$ cat src/swc_pkg.sv
`timescale 1ns / 1ps
// Shared constants, types and helper functions for the segment/wall crossing test.
// No dependencies; every other file of the block imports this package.
package swc_pkg;

    localparam int MAX_WALLS = 64;
    localparam int AW        = (MAX_WALLS > 1) ? $clog2(MAX_WALLS) : 1;
    localparam int CNT_W     = $clog2(MAX_WALLS + 1);
    localparam int COORD_W   = 16;
    localparam int ENTRY_W   = 4 * COORD_W;
    localparam int DIFF_W    = COORD_W + 1;
    localparam int PROD_W    = 2 * DIFF_W;
    localparam int SUM_W     = PROD_W + 1;
    localparam int COUNT_W   = 7;

    localparam logic REQ_WRITE = 1'b0;
    localparam logic REQ_QUERY = 1'b1;

    typedef struct packed {
        logic          start;
        logic          wr_en;
        logic          rd_en;
        logic [AW-1:0] rd_addr;
        logic          load_result;
    } swc_cmd_t;

    typedef struct packed {
        logic busy;
    } swc_status_t;

    // True when n/d lies in [0,1]; a zero determinant never passes.
    function automatic logic in_unit(input logic signed [SUM_W-1:0] n,
                                     input logic signed [SUM_W-1:0] d);
        logic res;
        begin
            if (d > 0) begin
                res = (n >= 0) && (n <= d);
            end else if (d < 0) begin
                res = (n <= 0) && (n >= d);
            end else begin
                res = 1'b0;
            end
            return res;
        end
    endfunction

endpackage

$ cat src/swc_ctrl.sv
`timescale 1ns / 1ps
// Controller of the crossing test: handshakes, wall count register and table sweep.
// Depends on swc_pkg.
module swc_ctrl (
    input  logic                      aclk,
    input  logic                      aresetn,
    input  logic                      s_valid,
    output logic                      s_ready,
    input  logic                      s_req_type,
    input  logic [5:0]                s_entry_index,
    output logic                      m_valid,
    input  logic                      m_ready,
    input  logic                      cfg_wr_en,
    input  logic [swc_pkg::COUNT_W-1:0] cfg_wr_data,
    input  swc_pkg::swc_status_t      status,
    output swc_pkg::swc_cmd_t         cmd
);
    import swc_pkg::*;

    localparam logic [1:0] ST_IDLE  = 2'd0;
    localparam logic [1:0] ST_ISSUE = 2'd1;
    localparam logic [1:0] ST_DRAIN = 2'd2;
    localparam logic [1:0] ST_DONE  = 2'd3;

    logic [1:0]         state_reg, state_next;
    logic [CNT_W-1:0]   cnt_reg, cnt_next;
    logic [CNT_W-1:0]   limit_reg, limit_next;
    logic [COUNT_W-1:0] wall_count_reg;
    logic               m_valid_reg, m_valid_next;
    logic [CNT_W-1:0]   limit_w;
    logic               idx_ok;

    // Counts above the table size are clamped to it.
    assign limit_w = (int'(wall_count_reg) > MAX_WALLS) ? CNT_W'(MAX_WALLS)
                                                        : CNT_W'(wall_count_reg);
    assign idx_ok  = int'(s_entry_index) < MAX_WALLS;

    assign s_ready = (state_reg == ST_IDLE);
    assign m_valid = m_valid_reg;

    always_comb begin
        state_next   = state_reg;
        cnt_next     = cnt_reg;
        limit_next   = limit_reg;
        m_valid_next = m_valid_reg && !m_ready;
        cmd          = '0;
        cmd.rd_addr  = cnt_reg[AW-1:0];
        unique case (state_reg)
            ST_IDLE: begin
                if (s_valid) begin
                    if (s_req_type == REQ_QUERY) begin
                        cmd.start  = 1'b1;
                        cnt_next   = '0;
                        limit_next = limit_w;
                        state_next = (limit_w == '0) ? ST_DRAIN : ST_ISSUE;
                    end else begin
                        cmd.wr_en = idx_ok;
                    end
                end
            end
            ST_ISSUE: begin
                cmd.rd_en = 1'b1;
                cnt_next  = cnt_reg + CNT_W'(1);
                if ((cnt_reg + CNT_W'(1)) == limit_reg) begin
                    state_next = ST_DRAIN;
                end
            end
            ST_DRAIN: begin
                if (!status.busy) begin
                    state_next = ST_DONE;
                end
            end
            ST_DONE: begin
                if (!m_valid_reg || m_ready) begin
                    cmd.load_result = 1'b1;
                    m_valid_next    = 1'b1;
                    state_next      = ST_IDLE;
                end
            end
            default: begin
                state_next = ST_IDLE;
            end
        endcase
    end

    always_ff @(posedge aclk) begin
        if (!aresetn) begin
            state_reg      <= ST_IDLE;
            cnt_reg        <= '0;
            limit_reg      <= '0;
            m_valid_reg    <= 1'b0;
            wall_count_reg <= '0;
        end else begin
            state_reg   <= state_next;
            cnt_reg     <= cnt_next;
            limit_reg   <= limit_next;
            m_valid_reg <= m_valid_next;
            if (cfg_wr_en) begin
                wall_count_reg <= cfg_wr_data;
            end
        end
    end

endmodule

$ cat config.mk
export PLATFORM = sky130hd
export DESIGN_NAME = swc_ctrl
export DESIGN_NICKNAME = d
export VERILOG_FILES = /design/src/swc_pkg.sv /design/src/swc_ctrl.sv
export SDC_FILE = /design/constraint.sdc
export NUM_CORES = 1
export LEC_CHECK = 0
export BUFFER_PORTS_ARGS = -buffer_cell sky130_fd_sc_hd__buf_2
export CAP_MARGIN = 5
export CORE_MARGIN = 10
export CORE_UTILIZATION = 40
export CTS_CLUSTER_SIZE = 16
export DETAILED_ROUTE_END_ITERATION = 8
export PLACE_DENSITY_LB_ADDON = 0.08
export SYNTH_ARGS = -nofsm -noshare
export SYNTH_HDL_FRONTEND = slang
export SYNTH_SLANG_ARGS = --single-unit
$ cat constraint.sdc
create_clock -name aclk -period 2.06 [get_ports aclk]
set_input_delay 0 -clock aclk [delete_from_list [all_inputs] [get_ports aclk]]
set_output_delay 0 -clock aclk [all_outputs]
set_load 0.05 [all_outputs]
Yosys cells after proc, flatten, opt, wreduce, memory -nomap -nowiden
Cells that the tools add are included.

word-level totals
  flip-flop bits (word level) = 24
  word-level logic and storage cells = 46

operators by class
  multiplexer cells = 20
  equal/unequal tests = 9
  magnitude comparators = 1
  add/subtract/negate cells = 1
  reduce and logical (&&, ||, !) cells = 10

operators with widths
  operator                                                count
  two-way mux 7 bit                                       3
  two-way mux 2 bit                                       8
  one-hot mux 7 bit (2 select lines)                      1
  inequality test 2 bit (second input constant)           4
  one-hot mux 2 bit (4 select lines)                      1
  adder 7 x 1 -> 7 bit (second input constant)            1
  == test 7 bit                                           1
  greater-than comparator 7 bit (second input constant)   1
  logical NOT 7 bit                                       1
  two-way mux 1 bit                                       7
  AND reduction 3 bit                                     2
  AND reduction 5 bit                                     1
  == test 2 bit (second input constant)                   2
  == test 2 x 1 -> 1 bit (second input constant)          1
  logical NOT 1 bit                                       2
  logical NOT 2 bit                                       1
  inequality test 2 x 1 -> 1 bit (second input constant)  1
  nonzero test 2 bit                                      1
  logical AND 1 bit                                       1
  logical OR 1 bit                                        1

Longest topological paths before layout
  depth after elaboration = 7
  gate-level depth with buffers = 8
  depth with buffers taken out = 8

Worst setup path after synthesis
No wires, ideal clock.

  kind = register -> register
  start = reg state_reg[0]
  end = reg cnt_reg[4]
  required time = 1.984 ns
  slack = -0.288 ns
  stages on the path, launching flop included = 8
  path buffers = 0
  library setup time = 0.076 ns
  arrival time = 2.272 ns
  cell sequence = dfxtp_1 > inv_1 > ha_1 > nand3_1 > clkinv_1 > a21oi_1 > o21ai_0 > a21boi_0

on the way
  longest elaborated chain between the ends = 3
  elaborated cells on any way between the ends = 7

ends and longest elaborated chain
  element                                                                        line            RTL
  from (decl)                                                                    swc_ctrl.sv:25  logic [1:0] state_reg, state_next;
  from (signal assigned)                                                         swc_ctrl.sv:94  state_reg <= state_next;
  logical NOT 2 bit *                                                            --
  named net s_ready                                                              swc_ctrl.sv:8   output logic s_ready,
  inequality test 2 x 1 -> 1 bit (no source line), or another cell as far along  --
  AND reduction 3 bit (no source line)                                           --
  to (signal assigned)                                                           swc_ctrl.sv:95  cnt_reg <= cnt_next;
  to (decl)                                                                      swc_ctrl.sv:26  logic [CNT_W-1:0] cnt_reg, cnt_next;

Mark *: on every way through the listed nets, which the timed path passes. The rest lies on a longest branch.
A chain may end at the register's enable or synchronous reset.

Final worst setup path
  start = reg cnt_reg[0]
  end = reg state_reg[1]

on the way
  longest elaborated chain between the ends = 4

ends and longest elaborated chain
  element                                 line            RTL
  adder 7 x 1 -> 7 bit                    swc_ctrl.sv:64  if ((cnt_reg + CNT_W'(1)) == limit_reg) begin
  == test 7 bit                           swc_ctrl.sv:64
  inequality test 2 bit (no source line)  --
  AND reduction 5 bit (no source line)    --

Every way passes these cells.

==> impl_metrics.tcl <==
set metrics [dict create \
    status "finished, final reports clean" \
    grt_pass1_vias 1281 \
    syn-cell-area_mm2 0.00144 \
    fp.dieH_um 80 \
    start_kind "register" \
    r2r_start "cnt_reg[0]$_SDFFE_PN0P_" \
    ys_types 38 \
    r2r_slack_ns 0.19 \
    start_util_pct 42.2 \
    final_area_mm2 0.00173 \
    syn_inst 167 \
    drtIter0Drc 63 \
    vias 1258 \
    root_buffer "clkbuf_4" \
    die_x_um 80 \
    r2r_cells 5 \
    firstDrtPassIters 4 \
    cp-endpoint "state_reg[1]$_SDFFE_PN0P_" \
    port_buffers 25 \
    gp_congestion 0.807 \
    p_leak_uw 0.000702 \
    wire_per_inst_um 13.6 \
    die_area_mm2 0.00640 \
    grt_max_degree 27 \
    overflow 0 \
    cts_tree "built" \
    synth-seq-area-share_pct 33.4 \
    finalSetupViolCount 0 \
    worstMarginPinSlew_ns 0.454 \
    io_pins 32 \
    r2r-end "state_reg[1]$_SDFFE_PN0P_" \
    core-area_mm2 0.00342 \
    crit_required_ns 2.27 \
    avgSynthCellArea_um2 8.62 \
    hold_path_class "input pin to register" \
    postCtsSetupBuffers 0 \
    clk_pin_slew_ns 0.14 \
    dpl_cell_area_mm2 0.00158 \
    period_share_pct 90.7 \
    area_growth_pct 19.8 \
    maxSlewHeadroom_pct 69.4 \
    startpoint "cnt_reg[0]$_SDFFE_PN0P_" \
    fin_skew_ns 0.000930 \
    drive_gt1_share_pct 20.9 \
    grt_pass1_wl_um 5640 \
    fin_crit_ns 1.87 \
    p_per_area_mw_per_mm2 864 \
    ctsLongestPathBuffers 2 \
    ir_worst_vdd_mv 0.310 \
    crit_type "register to register" \
    worst_setup_path_end_kind "register" \
    clkSinkCount 24 \
    setup_ws_ns 0.192 \
    nets 222 \
    post-dp-hpwl_um 2470 \
    yosys_warnings 0 \
    max_freq_mhz 535 \
    routed_wl_um 3290 \
    cts_made_buffers 3 \
    cp_data_arrival_time_ns 2.08 \
    antenna_found_initial 0 \
    n_antenna_cell 0 \
    setup_tns_ns 0 \
    slew_viol_final 0 \
    crit_fanout 7 \
    drc 0 \
    place_ws_ns 0.182 \
    synth-seq-cells 24 \
    avgViaCountPerCell 5.20 \
    hold_viol 0 \
    utilization_pct 50.5 \
    rsz0062_at_grt "false" \
    maxCapViolCount 0 \
    rows 21 \
    antenna_left 0 \
    htreeDepth 1 \
    clk_latency_ns 0.32 \
    synth_nets 192 \
    grt.total_usage_pct 10.8 \
    p_total_uw 1490 \
]
## power by group
part / total (µW) / internal (µW) / switching [µW]
clock: 347 / 197 / 150
combinational: 610 / 212 / 398
sequential: 533 / 498 / 35.3
total: 1490 / 907 / 584
## placed cells by master (no fill, tap or decap), drive strengths merged, types with 2 or more instances in the layout
cell type	n
a22oi	2
nor2b	12
nor2	6
xnor2	4
clkbuf	3
o211ai	3
a21boi	12
nand2	18
dlygate4sd3	8
mux2i	7
o2111ai	2
nor4	2
dfxtp	24
o21ai	8
o211a	2
nand3	8
nand3b	6
or3	3
ha	5
and2	3
nand2b	5
a21oi	6
buf	29
xor2	3
inv	4
## cells in the mapped netlist, drive strengths merged
master | instances | share of area, %
nor2b | 12 | 5.2
o2111ai | 2 | 1.2
a21oi | 6 | 2.1
a221o | 1 | 0.70
a21boi | 12 | 6.3
a2111oi | 1 | 1.9
xnor2 | 4 | 2.4
o211a | 2 | 1.4
o21a | 1 | 0.52
nand2b | 5 | 2.2
inv | 4 | 1.0
clkbuf | 4 | 1.0
nor4 | 2 | 0.87
nand3b | 6 | 3.1
o211ai | 3 | 1.6
nor4b | 1 | 0.61
and2 | 3 | 1.3
and4 | 1 | 0.61
nor3 | 1 | 0.35
and3 | 1 | 0.52
buf | 8 | 4.0
nand2 | 18 | 4.7
o21ai | 8 | 2.8
nand3 | 8 | 3.6
or3 | 3 | 1.7
mux2i | 7 | 4.9
nand4b | 1 | 0.61
a22oi | 2 | 1.0
o22ai | 1 | 0.43
nor2 | 6 | 1.6
ha | 5 | 4.3
dfxtp | 24 | 33
xor2 | 3 | 1.8
clkinv | 1 | 0.26
## how the worst min path moves through the flow
stage | from | end | slack, ns | cells past startpoint
after floorplan | aresetn | limit_reg[0]$_SDFFE_PN0P_ | 0.15 | 1
after global placement | cfg_wr_data[0] | wall_count_reg[0]$_SDFFE_PN0P_ | 0.26 | 3
after detailed placement | cfg_wr_data[6] | wall_count_reg[6]$_SDFFE_PN0P_ | 0.26 | 3
after CTS | cfg_wr_en | wall_count_reg[2]$_SDFFE_PN0P_ | 0.08 | 3
after global routing | cfg_wr_en | wall_count_reg[2]$_SDFFE_PN0P_ | 0.08 | 3
final | cfg_wr_en | wall_count_reg[2]$_SDFFE_PN0P_ | 0.09 | 3
## cell type report
class | count | area, µm²
Clock buffer | 3 | 22.5
Clock inverter | 1 | 30.0
Fill cell | 351 | 1690
Inverter | 5 | 20.0
Multi-Input combinational cell | 126 | 880
Sequential cell | 24 | 480
Tap cell | 46 | 57.6
Timing Repair Buffer | 37 | 235
## critical path: stages (launching register included)
cell and delay (ns):
dfxtp_1 0.47, nand2_1 0.15, or3_4 0.42, a2111oi_4 0.40, o211a_1 0.23, o211ai_1 0.10
## per-layer routing
layer	part of all wire [%]	global-route usage, %	up-vias
met4	1.2	4.75	0
met2	49	18.7	30
met5	0	0	-
li1	-	-	643
met1	45	11.8	581
met3	5.0	3.04	4
## kinds of logic (layout without fill, tap and decap cells)
| group | after synthesis | count (layout) | synth area share [%] |
|---|---|---|---|
| muxes | 7 | 7 | 4.87 |
| AOI/OAI and AO/OA | 39 | 39 | 19.9 |
| buffers and inverters | 17 | 46 | 6.34 |
| xor gates and xnor gates | 7 | 7 | 4.26 |
| DFF | 24 | 24 | 33.4 |
| and+or+nand+nor | 68 | 68 | 26.9 |
| adders and majority gates | 5 | 5 | 4.34 |
## repair_timing
item,in CTS,in global routing
endpoints found under the hold margin,8,0
endpoints found under the setup margin,0,3
hold buffers,8,0
gates resized for setup,0,2
## stage by stage
step	cells	hold slack, ns
global placement	230	0.257
floorplan	167	0.154
finish	242	0.0868
global route	242	0.0797
detailed placement	230	0.264
CTS	242	0.0773
Note: power is estimated with default switching activity, not from simulation.
